File: config.mk
export PLATFORM = sky130hd
export DESIGN_NAME = gesture_centroid_classifier_hold
export DESIGN_NICKNAME = d
export VERILOG_FILES = /design/src/rtl/gcc_pkg.sv /design/src/rtl/gesture_centroid_classifier_hold.sv /design/src/rtl/gcc_front.sv /design/src/rtl/gcc_queue.sv /design/src/rtl/gcc_back.sv
export SDC_FILE = /design/constraint.sdc
export NUM_CORES = 2
export LEC_CHECK = 0
export BUFFER_PORTS_ARGS = -buffer_cell sky130_fd_sc_hd__buf_2
export CORE_MARGIN = 2
export CORE_UTILIZATION = 55
export DETAILED_ROUTE_END_ITERATION = 7
export PLACE_DENSITY = 0.75
export SLEW_MARGIN = 20
export SYNTH_ARGS = -nofsm -noshare
export SYNTH_HDL_FRONTEND = slang
export SYNTH_HIERARCHICAL = 1
export SYNTH_SLANG_ARGS = --single-unit
export TNS_END_PERCENT = 30
File: constraint.sdc
create_clock -name clk -period 9.5 [get_ports clk]
set_input_delay 1.9 -clock clk [delete_from_list [all_inputs] [get_ports clk]]
set_output_delay 1.9 -clock clk [all_outputs]
set_load 0.01 [all_outputs]
File: src/rtl/gcc_pkg.sv
// ----------------------------------------------------------------------------
// gcc_pkg
// Shared types, constants and lookup tables for the gesture centroid
// classifier.
// ----------------------------------------------------------------------------
package gcc_pkg;

  localparam int CLASS_COUNT_DEF = 11;
  localparam int TABLE_ROWS      = 11;
  localparam int FEATS           = 5;
  localparam int FEAT_W          = 12;   // signed Q1.10, -1024..1024
  localparam int M_W             = 12;   // weighted distance term
  localparam int SUM_W           = 26;
  localparam int QUEUE_DEPTH     = 2;

  localparam logic [15:0] HOLD_MS_RST   = 16'd350;
  localparam logic [15:0] COOLDOWN_RST  = 16'd1200;
  localparam logic [7:0]  TREMOR_THR_RST = 8'd70;
  localparam logic [15:0] SUSTAIN_RST   = 16'd800;
  localparam logic [7:0]  SPASM_CONF    = 8'd250;

  // register indexes
  localparam logic [1:0] REG_HOLD     = 2'd0;
  localparam logic [1:0] REG_COOLDOWN = 2'd1;
  localparam logic [1:0] REG_THRESH   = 2'd2;
  localparam logic [1:0] REG_SUSTAIN  = 2'd3;

  // event codes
  localparam logic [1:0] EV_NONE    = 2'd0;
  localparam logic [1:0] EV_GESTURE = 2'd1;
  localparam logic [1:0] EV_SPASM   = 2'd2;

  localparam logic signed [FEAT_W-1:0] LO = 12'sd154;
  localparam logic signed [FEAT_W-1:0] HI = 12'sd819;
  localparam logic signed [FEAT_W-1:0] EM = 12'sd870;
  localparam logic signed [FEAT_W-1:0] TL = 12'sd870;
  localparam logic signed [FEAT_W-1:0] ZR = 12'sd0;

  localparam logic signed [FEAT_W-1:0] CENTROID [0:TABLE_ROWS-1][0:FEATS-1] = '{
    '{LO, LO, LO, ZR, ZR},
    '{HI, LO, LO, ZR, ZR},
    '{LO, HI, LO, ZR, ZR},
    '{LO, LO, HI, ZR, ZR},
    '{EM, EM, EM, ZR, ZR},
    '{HI, LO, LO, ZR, -TL},
    '{LO, HI, LO, ZR, -TL},
    '{LO, LO, HI, ZR, -TL},
    '{HI, LO, LO, ZR, TL},
    '{LO, HI, LO, ZR, TL},
    '{LO, LO, HI, ZR, TL}
  };

  localparam logic [8:0] WEIGHT [0:FEATS-1] = '{9'd333, 9'd333, 9'd333, 9'd256, 9'd461};

  typedef logic [10:0] flex_lut_t  [0:100];
  typedef logic [10:0] angle_lut_t [0:90];

  function automatic flex_lut_t build_flex_lut();
    flex_lut_t lut;
    for (int i = 0; i <= 100; i++) begin
      lut[i] = 11'((i * 1024 + 50) / 100);
    end
    return lut;
  endfunction

  function automatic angle_lut_t build_angle_lut();
    angle_lut_t lut;
    for (int i = 0; i <= 90; i++) begin
      lut[i] = 11'((i * 1024 + 45) / 90);
    end
    return lut;
  endfunction

  typedef struct packed {
    logic [15:0] hold_ms;
    logic [15:0] cooldown_ms;
    logic [7:0]  tremor_threshold;
    logic [15:0] tremor_sustain_ms;
  } cfg_t;

  typedef struct packed {
    logic [FEATS-1:0][FEAT_W-1:0] feat;
    logic [7:0]                   tremor_level;
    logic [31:0]                  time_ms;
  } item_t;

  typedef struct packed {
    logic [1:0] event_kind;
    logic [3:0] gesture_class;
    logic [7:0] confidence_q8;
    logic       fire_action;
  } res_t;

  typedef enum logic [2:0] {
    ST_IDLE,
    ST_MUL,
    ST_SQ,
    ST_SQRT,
    ST_FIN
  } back_state_t;

endpackage

File: src/rtl/gesture_centroid_classifier_hold.sv
// ----------------------------------------------------------------------------
// gesture_centroid_classifier_hold
// Glove sample classifier: nearest weighted centroid, hold confirmation,
// spasm detection from sustained tremor, action cooldown.
// ----------------------------------------------------------------------------
//  channel   handshake            payload
//  input     push / full          flex_a..c, pitch_deg, roll_deg, tremor_level, time_ms
//  result    pop / empty          event_kind, gesture_class, confidence_q8, fire_action
//  config    cfg_we               cfg_addr, cfg_wdata
//
//  A classified item steps through every centroid row on the shared distance
//  unit, a multiply state and a square-sum state per row, and then through
//  the bit-serial square root. A spasm item is finished when it is popped.
//  rst is synchronous and restores the register defaults and clears state.
//  A two-item queue lets the front keep taking items while the back waits
//  for its result register to be popped.
// ----------------------------------------------------------------------------
module gesture_centroid_classifier_hold import gcc_pkg::*; #(
  parameter int CLASS_COUNT = CLASS_COUNT_DEF
) (
  input  logic               clk,
  input  logic               rst,
  // input items
  input  logic               push,
  output logic               full,
  input  logic        [7:0]  flex_a,
  input  logic        [7:0]  flex_b,
  input  logic        [7:0]  flex_c,
  input  logic signed [7:0]  pitch_deg,
  input  logic signed [7:0]  roll_deg,
  input  logic        [7:0]  tremor_level,
  input  logic        [31:0] time_ms,
  // result items
  output logic               empty,
  input  logic               pop,
  output logic        [1:0]  event_kind,
  output logic        [3:0]  gesture_class,
  output logic        [7:0]  confidence_q8,
  output logic               fire_action,
  // configuration
  input  logic               cfg_we,
  input  logic        [1:0]  cfg_addr,
  input  logic        [15:0] cfg_wdata
);

  cfg_t  cfg;
  item_t f_item;
  item_t q_item;
  logic  q_empty;
  logic  q_pop;
  res_t  res;
  logic  res_valid;

  // configuration registers
  always_ff @(posedge clk) begin
    if (rst) begin
      cfg.hold_ms           <= HOLD_MS_RST;
      cfg.cooldown_ms       <= COOLDOWN_RST;
      cfg.tremor_threshold  <= TREMOR_THR_RST;
      cfg.tremor_sustain_ms <= SUSTAIN_RST;
    end else if (cfg_we) begin
      unique case (cfg_addr)
        REG_HOLD:     cfg.hold_ms           <= cfg_wdata;
        REG_COOLDOWN: cfg.cooldown_ms       <= cfg_wdata;
        REG_THRESH:   cfg.tremor_threshold  <= cfg_wdata[7:0];
        REG_SUSTAIN:  cfg.tremor_sustain_ms <= cfg_wdata;
        default: ;
      endcase
    end
  end

  // front: clamp and normalize
  gcc_front u_front (
    .flex_a       (flex_a),
    .flex_b       (flex_b),
    .flex_c       (flex_c),
    .pitch_deg    (pitch_deg),
    .roll_deg     (roll_deg),
    .tremor_level (tremor_level),
    .time_ms      (time_ms),
    .item         (f_item)
  );

  // decoupling queue
  gcc_queue u_queue (
    .clk     (clk),
    .rst     (rst),
    .wr      (push && !full),
    .wr_item (f_item),
    .full    (full),
    .rd      (q_pop),
    .rd_item (q_item),
    .empty   (q_empty)
  );

  // back: tremor, search, sqrt, hold, cooldown; holds one result
  gcc_back #(
    .CLASS_COUNT (CLASS_COUNT)
  ) u_back (
    .clk       (clk),
    .rst       (rst),
    .cfg       (cfg),
    .q_item    (q_item),
    .q_empty   (q_empty),
    .q_pop     (q_pop),
    .res       (res),
    .res_valid (res_valid),
    .res_pop   (pop)
  );

  assign empty         = !res_valid;
  assign event_kind    = res.event_kind;
  assign gesture_class = res.gesture_class;
  assign confidence_q8 = res.confidence_q8;
  assign fire_action   = res.fire_action;

endmodule

File: src/rtl/gcc_front.sv
// ----------------------------------------------------------------------------
// gcc_front
// Clamps and normalizes one raw sample into Q1.10 features.
// ----------------------------------------------------------------------------
module gcc_front import gcc_pkg::*; (
  input  logic        [7:0]  flex_a,
  input  logic        [7:0]  flex_b,
  input  logic        [7:0]  flex_c,
  input  logic signed [7:0]  pitch_deg,
  input  logic signed [7:0]  roll_deg,
  input  logic        [7:0]  tremor_level,
  input  logic        [31:0] time_ms,
  output item_t              item
);

  localparam flex_lut_t  FLEX_LUT  = build_flex_lut();
  localparam angle_lut_t ANGLE_LUT = build_angle_lut();

  function automatic logic [FEAT_W-1:0] norm_flex(input logic [7:0] f);
    logic [6:0] c;
    c = (f > 8'd100) ? 7'd100 : f[6:0];
    return {1'b0, FLEX_LUT[c]};
  endfunction

  function automatic logic [FEAT_W-1:0] norm_angle(input logic signed [7:0] a);
    logic [7:0]  mag;
    logic [6:0]  c;
    logic [FEAT_W-1:0] q;
    mag = a[7] ? (8'd0 - a) : a;   // 128 for -128
    c   = (mag > 8'd90) ? 7'd90 : mag[6:0];
    q   = {1'b0, ANGLE_LUT[c]};
    return a[7] ? (12'd0 - q) : q;
  endfunction

  always_comb begin
    item.feat[0]      = norm_flex(flex_a);
    item.feat[1]      = norm_flex(flex_b);
    item.feat[2]      = norm_flex(flex_c);
    item.feat[3]      = norm_angle(pitch_deg);
    item.feat[4]      = norm_angle(roll_deg);
    item.tremor_level = tremor_level;
    item.time_ms      = time_ms;
  end

endmodule

File: src/rtl/gcc_queue.sv
// ----------------------------------------------------------------------------
// gcc_queue
// Short item queue between the front and back parts.
// ----------------------------------------------------------------------------
module gcc_queue import gcc_pkg::*; (
  input  logic  clk,
  input  logic  rst,
  input  logic  wr,
  input  item_t wr_item,
  output logic  full,
  input  logic  rd,
  output item_t rd_item,
  output logic  empty
);

  localparam int PW = $clog2(QUEUE_DEPTH);

  item_t          mem [0:QUEUE_DEPTH-1];
  logic [PW-1:0]  wr_ptr;
  logic [PW-1:0]  rd_ptr;
  logic [PW:0]    count;

  assign full    = (count == (PW+1)'(QUEUE_DEPTH));
  assign empty   = (count == '0);
  assign rd_item = mem[rd_ptr];

  always_ff @(posedge clk) begin
    if (wr) begin
      mem[wr_ptr] <= wr_item;
    end
  end

  always_ff @(posedge clk) begin
    if (rst) begin
      wr_ptr <= '0;
      rd_ptr <= '0;
      count  <= '0;
    end else begin
      if (wr) begin
        wr_ptr <= (wr_ptr == PW'(QUEUE_DEPTH-1)) ? '0 : wr_ptr + 1'b1;
      end
      if (rd) begin
        rd_ptr <= (rd_ptr == PW'(QUEUE_DEPTH-1)) ? '0 : rd_ptr + 1'b1;
      end
      unique case ({wr, rd})
        2'b10:   count <= count + 1'b1;
        2'b01:   count <= count - 1'b1;
        default: count <= count;
      endcase
    end
  end

endmodule

File: src/rtl/gcc_back.sv
// ----------------------------------------------------------------------------
// gcc_back
// Tremor timing, nearest-centroid search, square root, hold and cooldown.
// ----------------------------------------------------------------------------
module gcc_back import gcc_pkg::*; #(
  parameter int CLASS_COUNT = CLASS_COUNT_DEF
) (
  input  logic  clk,
  input  logic  rst,
  input  cfg_t  cfg,
  input  item_t q_item,
  input  logic  q_empty,
  output logic  q_pop,
  output res_t  res,
  output logic  res_valid,
  input  logic  res_pop
);

  localparam int ROWS = (CLASS_COUNT < TABLE_ROWS) ? CLASS_COUNT : TABLE_ROWS;
  localparam int IW   = $clog2(ROWS);
  localparam logic [3:0] SPASM_CODE = 4'(CLASS_COUNT);
  localparam res_t SPASM_RES = '{
    event_kind:    EV_SPASM,
    gesture_class: SPASM_CODE,
    confidence_q8: SPASM_CONF,
    fire_action:   1'b1
  };

  back_state_t state, state_next;

  // control state
  logic        tremor_timing;
  logic [31:0] tremor_start;
  logic [3:0]  cand_class;
  logic [31:0] cand_start;
  logic [3:0]  conf_class;
  logic [31:0] last_trigger;

  // payload
  logic [FEATS-1:0][FEAT_W-1:0] feat;
  logic [31:0]                  now_r;
  logic [IW-1:0]                idx;
  logic [FEATS-1:0][M_W-1:0]    m;
  logic [SUM_W-1:0]             best;
  logic [IW-1:0]                best_id;
  logic [SUM_W-1:0]             sq_x;
  logic [SUM_W-1:0]             sq_r;
  logic [SUM_W-2:0]             sq_bit;

  // tremor decision on the queue head
  logic [31:0] now_q;
  logic        trem_hi;
  logic        sustained;
  logic        cool_q;
  logic        start;

  assign now_q     = q_item.time_ms;
  assign trem_hi   = q_item.tremor_level > cfg.tremor_threshold;
  assign sustained = tremor_timing &&
                     ((now_q - tremor_start) > {16'd0, cfg.tremor_sustain_ms});
  assign cool_q    = (now_q - last_trigger) > {16'd0, cfg.cooldown_ms};
  assign start     = (state == ST_IDLE) && !q_empty && !res_valid;
  assign q_pop     = start;

  // weighted distance terms for one row
  logic [FEATS-1:0][M_W-1:0] m_new;
  always_comb begin
    for (int k = 0; k < FEATS; k++) begin
      logic signed [FEAT_W:0] d;
      logic [FEAT_W-2:0]      a;
      logic [20:0]            p;
      d = {feat[k][FEAT_W-1], feat[k]} - {CENTROID[idx][k][FEAT_W-1], CENTROID[idx][k]};
      a = d[FEAT_W] ? (FEAT_W-1)'(-d) : (FEAT_W-1)'(d);
      p = 21'(a) * 21'(WEIGHT[k]) + 21'd128;
      m_new[k] = M_W'(p >> 8);
    end
  end

  // squared sum and running minimum
  logic [SUM_W-1:0] sum;
  logic             less;
  logic [SUM_W-1:0] best_new;
  always_comb begin
    sum = '0;
    for (int k = 0; k < FEATS; k++) begin
      sum = sum + SUM_W'(m[k]) * SUM_W'(m[k]);
    end
    less     = sum < best;
    best_new = less ? sum : best;
  end

  // one square-root step
  logic [SUM_W:0] sq_t;
  logic           sq_ge;
  assign sq_t  = {1'b0, sq_r} + {2'b0, sq_bit};
  assign sq_ge = {1'b0, sq_x} >= sq_t;

  // confidence
  logic [21:0] loss_w;
  logic [10:0] loss;
  logic [7:0]  conf;
  assign loss_w = 22'd255 * 22'(sq_r[12:0]) + 22'd1024;
  assign loss   = loss_w[21:11];
  assign conf   = (loss >= 11'd255) ? 8'd0 : 8'(11'd255 - loss);

  logic last_row;
  assign last_row = (idx == IW'(ROWS-1));

  always_comb begin
    state_next = state;
    unique case (state)
      ST_IDLE: if (start && !(trem_hi && sustained)) state_next = ST_MUL;
      ST_MUL:  state_next = ST_SQ;
      ST_SQ:   state_next = last_row ? ST_SQRT : ST_MUL;
      ST_SQRT: if (sq_bit == (SUM_W-1)'(1)) state_next = ST_FIN;
      ST_FIN:  state_next = ST_IDLE;
      default: state_next = ST_IDLE;
    endcase
  end

  always_ff @(posedge clk) begin
    if (rst) state <= ST_IDLE;
    else     state <= state_next;
  end

  // control registers
  always_ff @(posedge clk) begin
    if (rst) begin
      res_valid     <= 1'b0;
      tremor_timing <= 1'b0;
      tremor_start  <= '0;
      cand_class    <= '0;
      cand_start    <= '0;
      conf_class    <= '0;
      last_trigger  <= '0;
    end else begin
      if (res_valid && res_pop) res_valid <= 1'b0;
      if (start) begin
        if (trem_hi) begin
          if (!tremor_timing) begin
            tremor_timing <= 1'b1;
            tremor_start  <= now_q;
          end else if (sustained) begin
            res_valid <= 1'b1;
            if (cool_q) last_trigger <= now_q;
          end
        end else begin
          tremor_timing <= 1'b0;
        end
      end
      if (state == ST_FIN) begin
        res_valid <= 1'b1;
        if (4'(best_id) != cand_class) begin
          cand_class <= 4'(best_id);
          cand_start <= now_r;
        end else if (((now_r - cand_start) >= {16'd0, cfg.hold_ms}) &&
                     (conf_class != cand_class)) begin
          conf_class <= cand_class;
          if ((cand_class != 4'd0) &&
              ((now_r - last_trigger) > {16'd0, cfg.cooldown_ms})) begin
            last_trigger <= now_r;
          end
        end
      end
    end
  end

  // datapath and result payload
  always_ff @(posedge clk) begin
    if (start) begin
      feat  <= q_item.feat;
      now_r <= now_q;
      idx   <= '0;
      best  <= '1;
      res   <= (trem_hi && sustained && cool_q) ? SPASM_RES : '0;
    end
    unique case (state)
      ST_MUL: m <= m_new;
      ST_SQ: begin
        best <= best_new;
        if (less) best_id <= idx;
        idx <= idx + 1'b1;
        if (last_row) begin
          sq_x   <= best_new;
          sq_r   <= '0;
          sq_bit <= (SUM_W-1)'(1) << (SUM_W-2);
        end
      end
      ST_SQRT: begin
        if (sq_ge) begin
          sq_x <= sq_x - sq_t[SUM_W-1:0];
          sq_r <= (sq_r >> 1) + {1'b0, sq_bit};
        end else begin
          sq_r <= sq_r >> 1;
        end
        sq_bit <= sq_bit >> 2;
      end
      ST_FIN: begin
        if ((4'(best_id) == cand_class) &&
            ((now_r - cand_start) >= {16'd0, cfg.hold_ms}) &&
            (conf_class != cand_class)) begin
          res <= '{
            event_kind:    EV_GESTURE,
            gesture_class: cand_class,
            confidence_q8: conf,
            fire_action:   (cand_class != 4'd0) &&
                           ((now_r - last_trigger) > {16'd0, cfg.cooldown_ms})
          };
        end
      end
      default: ;
    endcase
  end

endmodule
Word level (Yosys, flattened, before mapping)

Memory sizes are Yosys's and may differ from the RTL's. A register that Yosys moved wholly into a read port is not among the register bits.
Cells that the tools add are included.

Register bits: 447
RAM bits: 194
Memory bits (read-only): 8000
Word-level logic and storage cells: 241
Memories kept: 7

Add/sub/neg operators: 37
Multiply operators: 10
Magnitude comparators: 19
Equality and inequality tests: 19
Mux-type cells: 71
Bitwise gates (word level): 8
Reduce and logical (&&, ||, !) cells: 34

Memories:

| name             | depth | bits a word | read ports | clocked after memory_dff | wr ports | RTL line        | RTL |
|---|---|---|---|---|---|---|---|
| (name not given) | 128   | 11          | 1          | 0                        | 0        | gcc_front.sv:22 | `return {1'b0, FLEX_LUT[c]};` |
| (name not given) | 128   | 11          | 1          | 0                        | 0        | gcc_front.sv:22 |  |
| (name not given) | 128   | 11          | 1          | 0                        | 0        | gcc_front.sv:22 |  |
| (name not given) | 128   | 11          | 1          | 0                        | 0        | gcc_front.sv:31 | `q = {1'b0, ANGLE_LUT[c]};` |
| (name not given) | 128   | 11          | 1          | 0                        | 0        | gcc_front.sv:31 |  |
| (name not given) | 16    | 60          | 1          | 0                        | 0        | gcc_back.sv:72  | `d = {feat[k][FEAT_W-1], feat[k]} - {CENTROID[idx][k][FEAT_W-1], CENTROID[idx][k]};` |
| 1 more memories  | -     | -           | -          | -                        | -        | -               |  |

Operator list:

| cell                                                                  | count |
|---|---|
| 32-bit 2-to-1 mux                                                     | 9 |
| 26-bit 2-to-1 mux                                                     | 7 |
| 11-bit 2-to-1 mux                                                     | 15 |
| 32-bit subtractor                                                     | 4 |
| 12-bit by 12-bit multiplier with 24-bit output                        | 5 |
| 60-bit 2-to-1 mux                                                     | 2 |
| 26-bit case mux with 2 select lines                                   | 2 |
| 32-bit by 16-bit > comparator with 1-bit output                       | 3 |
| 20-bit by 8-bit adder with 20-bit output (second input constant)      | 4 |
| 11-bit by 9-bit multiplier with 20-bit output (second input constant) | 4 |
| 26-bit by 24-bit adder with 26-bit output                             | 3 |
| 12-bit by 12-bit subtractor with 13-bit output                        | 5 |
| 15-bit 2-to-1 mux                                                     | 4 |
| 11-bit negation                                                       | 5 |
| 25-bit case mux with 2 select lines                                   | 1 |
| 8-bit greater-or-equal comparator (second input constant)             | 5 |
| 8-bit by 7-bit > comparator with 1-bit output (second input constant) | 5 |
| 7-bit NOT with 8-bit output                                           | 5 |
| 7-bit 2-to-1 mux                                                      | 5 |
| 32-bit by 16-bit greater-or-equal comparator with 1-bit output        | 1 |
| 26-bit by 25-bit adder with 27-bit output                             | 1 |
| 26-bit by 27-bit greater-or-equal comparator with 1-bit output        | 1 |
| 25-bit by 25-bit adder with 26-bit output                             | 1 |
| 26-bit less-than comparator                                           | 1 |
| 45 further kinds                                                      | 100 |

Logic depth before layout (Yosys ltp)

Depth in word-level cells: 11
Mapped depth: 43
Gate-level depth less buffers: 41

By module

Netlist, hierarchy kept.

Modules (own cells, without submodules):

| module                           | instances | cells an instance | area each (µm²) | sequential area each (µm²) |
|---|---|---|---|---|
| gcc_back                         | 1         | 6165              | 57136.0         | 9989.6 |
| gcc_front                        | 1         | 1508              | 9300.2          | 0.0 |
| gcc_queue                        | 1         | 333               | 7392.1          | 6105.9 |
| gesture_centroid_classifier_hold | 1         | 220               | 2285.9          | 1121.1 |

Worst setup path after synthesis

No wires, ideal clock.

Path kind: register to register
Start: register u_back/m[21] (netlist bit)
End: register u_back.sq_x[0], data pin
Library setup time: 0.270 ns
Data arrival time: 9.414 ns
Setup slack: -0.183 ns
Stages on the path, launching flop included: 38
Cell sequence: edfxtp_1 -> clkbuf_1 -> and2_1 -> fa_1 -> inv_1 -> fa_1 -> inv_1 -> fa_1 -> fa_1 -> fa_1 -> fa_1 -> fa_1 -> fa_1 -> inv_1 -> fa_1 -> inv_1 -> ha_1 -> a21o_1 -> [2 not listed] -> o21bai_1 -> o21bai_1 -> a2bb2oi_1 -> nor2b_1 -> xnor2_1 -> ha_1 -> a21o_1 -> a21o_1 -> a21o_1 -> a21o_1 -> a21oi_1 -> nor2b_1 -> o21ai_0 -> o211a_1 -> clkbuf_1 -> clkbuf_1 -> mux2i_1 -> mux2i_1

Cells in the longest elaborated chain, start to end: 9

Ends and longest elaborated chain:

| item                                                    | RTL line        | RTL |
|---|---|---|
| start, declared                                         | gcc_back.sv:43  | `logic [FEATS-1:0][M_W-1:0] m;` |
| start signal, assigned                                  | gcc_back.sv:178 | `ST_MUL: m <= m_new;` |
| 12-bit by 12-bit multiplier with 24-bit output          | gcc_back.sv:86  | `sum = sum + SUM_W'(m[k]) * SUM_W'(m[k]);` |
| 24-bit by 24-bit adder with 25-bit output               | gcc_back.sv:86  |  |
| 26-bit by 24-bit adder with 26-bit output (3 in series) | gcc_back.sv:86  |  |
| 26-bit less-than comparator                             | gcc_back.sv:88  | `less = sum < best;` |
| 26-bit 2-to-1 mux                                       | gcc_back.sv:89  | `best_new = less ? sum : best;` |
| 26-bit 2-to-1 mux                                       | gcc_back.sv:183 | `if (last_row) begin` |
| 26-bit case mux with 2 select lines                     | gcc_back.sv:177 | `unique case (state)` |
| end signal, assigned                                    | gcc_back.sv:184 | `sq_x <= best_new;` |
| end signal, assigned                                    | gcc_back.sv:191 | `sq_x <= sq_x - sq_t[SUM_W-1:0];` |
| end, declared                                           | gcc_back.sv:46  | `logic [SUM_W-1:0] sq_x;` |

No other way between the ends. The select of a mux whose other input is x is not followed.
A chain may end at the register's enable or synchronous reset.

Final worst setup path

Start: register u_back/m[26] (netlist bit)
End: register u_back.sq_x[17], data pin

Cells in the longest elaborated chain, start to end: 8

Ends and longest elaborated chain:

| item                                                      | RTL line |
|---|---|
| 12-bit by 12-bit multiplier with 24-bit output *          | gcc_back.sv:86 |
| 26-bit by 24-bit adder with 26-bit output * (3 in series) | gcc_back.sv:86 |
| 26-bit less-than comparator                               | gcc_back.sv:88 |
| 26-bit 2-to-1 mux *                                       | gcc_back.sv:89 |
| 26-bit 2-to-1 mux *                                       | gcc_back.sv:183 |
| 26-bit case mux with 2 select lines *                     | gcc_back.sv:177 |

Mark *: on every way between the ends. The rest lies on a longest branch, timed or not. The select of a mux whose other input is x is not followed.

==> run metrics <==
status finished, violations left; failing checks negative setup slack; startpoint class of the critical path flop; CP most frequent cell fa_2; most frequent cell after synthesis inv_1; Top FF cell, synth edfxtp_1; CP peak stage delay 0.61 ns; minimum clock period 9.658 ns; syn_area_per_cell around 9 um2; critical setup path kind flop to flop; HPWL after DPL 152400 um; post-route ant nets 0; Yosys cell types 119; critical path endpoint category flop; Register Area 17220 um2; Die Span Y 376.0 um; Place WS -0.5980 ns; TritonCTS Buffers 74; area grow syn2layout 9.459%; clock buffer depth 3; Max-slew headroom 0.2386; initial antenna violation count 6; grt ovf 0; Net count, final 10.12k; total negative slack -3.107 ns; Ports 120; mapped cell area about 76000 um2; fmax about 0.10 GHz; Clock transition at path regs 0.06 ns; Slew @ Worst Pin 1.135 ns; total wire length 195900 um; FP Rows 136; endpoints failing setup a little under 50; WL/cell 19.13 um; share of post-route cells with drive strength above 1 0.1152; top fanout value on the critical path 8; WP data required 9.90 ns; MaxCap Viol Count 0; Seq/Total Area, Yosys 0.2262; CORE AREA 137500 um2; synthesized instance count around 8.2k; synth cell count leaders 1267 x inv_1, 936 x ha_1, 704 x fa_1; Synth warnings 6; die area 141400 um2; Synth Register Bits 635; fill cell count 11.34k; Setup WS post-layout -0.1578 ns; CTS tree done; clock tree sinks 635; routed via count approximately 60k; Multi-input gate area 53100 um2; Yosys top cell by area fa_1; all-layer global routing usage 0.2767; Hold Vio Cnt, Final 0; clock root buffer clkbuf_16; CP max-delay cell fa_2; largest net degree at the start of global routing 95; Die X 376.0 um; drt drc 0; Placer Congestion between 0.9 and 1; first-pass GRT wire length approximately 320000 um; vias in the first global route 60.60k; post-synth top area share 0.1852; initial core utilization 0.5536; clk_skew approximately 0.064 ns; 1st-iter DRT viols 5167; drt first pass iters 6; Post-CTS Hold Buffers 0; worst skew pair latency 0.71 ns; Async SR Flop Fraction 0; Final Max Slew Viols 0; Hold Crit Class flop to flop; H-tree depth 3; IO Port Bufs 119; CP arrival 10.06 ns; synth top area cells fa_1 19%, edfxtp_1 18%, ha_1 15%, inv_1 6.2%, dfxtp_1 4.9%; Via density 5.863; post-route clock period utilization 1.017; EDFF count, synth 450; RSZ-0062 raised after global routing yes; Final Core Density 0.6060
[what timing repair did]
| action | CTS | global route |
|---|---|---|
| pin swaps | 122 | 90 |
| buffers inserted | 35 | 24 |
| cloned | 3 | 1 |
| endpoints found under the setup margin | 56 | 72 |
| resized for setup | 122 | 98 |
[worst max-delay path: cells and delay by family (launching register included)]
kind / cells / cell delay (ns)
compound gates: 11 / 1.85
xor+xnor: 1 / 0.10
fa+ha+maj: 11 / 5.18
buf+inv: 8 / 0.79
flops: 1 / 0.49
simple gates: 6 / 0.90
[per-layer routing]
layer | wire length (um) | up-vias | part of all wire | global-route usage
li1 | - | 28258 | - | -
met1 | 82550 | 29322 | 0.42 | 0.3690
met2 | 94510 | 2076 | 0.48 | 0.4717
met3 | 12620 | 357 | 0.064 | 0.03268
met4 | 6157 | 8 | 0.031 | 0.08453
met5 | 44 | - | 0.00022 | 0
[cell usage in the layout (no fill, tap or decap), types with 115 or more instances in the layout]
| cell type | instances |
|---|---|
| ha_1 | 925 |
| mux2i_1 | 145 |
| fa_1 | 680 |
| nor3_1 | 134 |
| dfxtp_1 | 184 |
| and2_1 | 195 |
| buf_2 | 118 |
| edfxtp_1 | 450 |
| nor2_1 | 449 |
| buf_4 | 307 |
| a21oi_1 | 420 |
| o21ai_0 | 266 |
| inv_1 | 1243 |
| nand2b_1 | 115 |
| nand2_1 | 687 |
| xnor2_1 | 223 |
[cells by family (layout without fill, tap and decap cells)]
group,count (synthesis),after routing,share of synthesized area
AOI/OAI and AO/OA,1626,1626,0.1414
DFF,635,635,0.2262
other,1,5,0.00004927
buffers and inverters,1653,1866,0.08587
and+or+nand+nor,2063,2063,0.1304
xor gates and xnor gates,346,346,0.03991
muxes,262,262,0.03710
adders and majority gates,1640,1640,0.3390
[path summary, 6_finish.rpt]
| path | endpoint | startpoint | slack (ns) | cells past startpoint |
|---|---|---|---|---|
| worst max-delay path | u_back/sq_x[17]$_DFFE_PP_ | u_back/m[26]$_DFFE_PP_ | -0.16 | 37 |
| worst min register to register | u_back/tremor_start[11]$_SDFFE_PP0P_ | u_back/tremor_start[11]$_SDFFE_PP0P_ | 0.45 | 2 |
| worst max register to register | u_back/sq_x[17]$_DFFE_PP_ | u_back/m[26]$_DFFE_PP_ | -0.16 | 37 |
| worst min-delay path | u_back/tremor_start[11]$_SDFFE_PP0P_ | u_back/tremor_start[11]$_SDFFE_PP0P_ | 0.45 | 2 |
[layout make-up]
| cell class | count | share of cell area |
|---|---|---|
| antenna | 2 | 0.00006007 |
| timing repair buffer | 458 | 0.04037 |
| inverter | 1271 | 0.05729 |
| multi-input combinational | 5940 | 0.6374 |
| tap | 1794 | 0.02694 |
| clock inverter | 40 | 0.006368 |
| clock buffer | 97 | 0.02490 |
| sequential | 635 | 0.2067 |
[registers in the layout, summed over array words and instances, names as in the netlist, 2 cells and up, named ones only]
name / count
cfg: 56
u_back/best: 26
u_back/best_id: 4
u_back/cand_class: 4
u_back/cand_start: 32
u_back/conf_class: 4
u_back/feat: 60
u_back/idx: 4
u_back/last_trigger: 32
u_back/m: 59
u_back/now_r: 32
u_back/res: 15
u_back/sq_bit: 13
u_back/sq_r: 26
u_back/sq_x: 26
u_back/state: 3
u_back/tremor_start: 32
u_queue/count: 2
u_queue/mem: 200
[per-stage QoR]
| stage | cell area (um2) | cells | hold slack [ns] |
|---|---|---|---|
| 5_1_grt | 83310 | 10236 | 0.4725 |
| 4_1_cts | 82740 | 10211 | 0.4548 |
| 3_5_place_dp | 79340 | 10036 | 0.4469 |
| 6_report | 83310 | 10237 | 0.4525 |
| 2_1_floorplan | 76130 | 8228 | 0.4244 |
| 3_3_place_gp | 79340 | 10036 | 0.4416 |
Power is left out: the tool's default activity adds up to more than one toggle a clock period on the data nets, which glitch-free logic cannot reach.
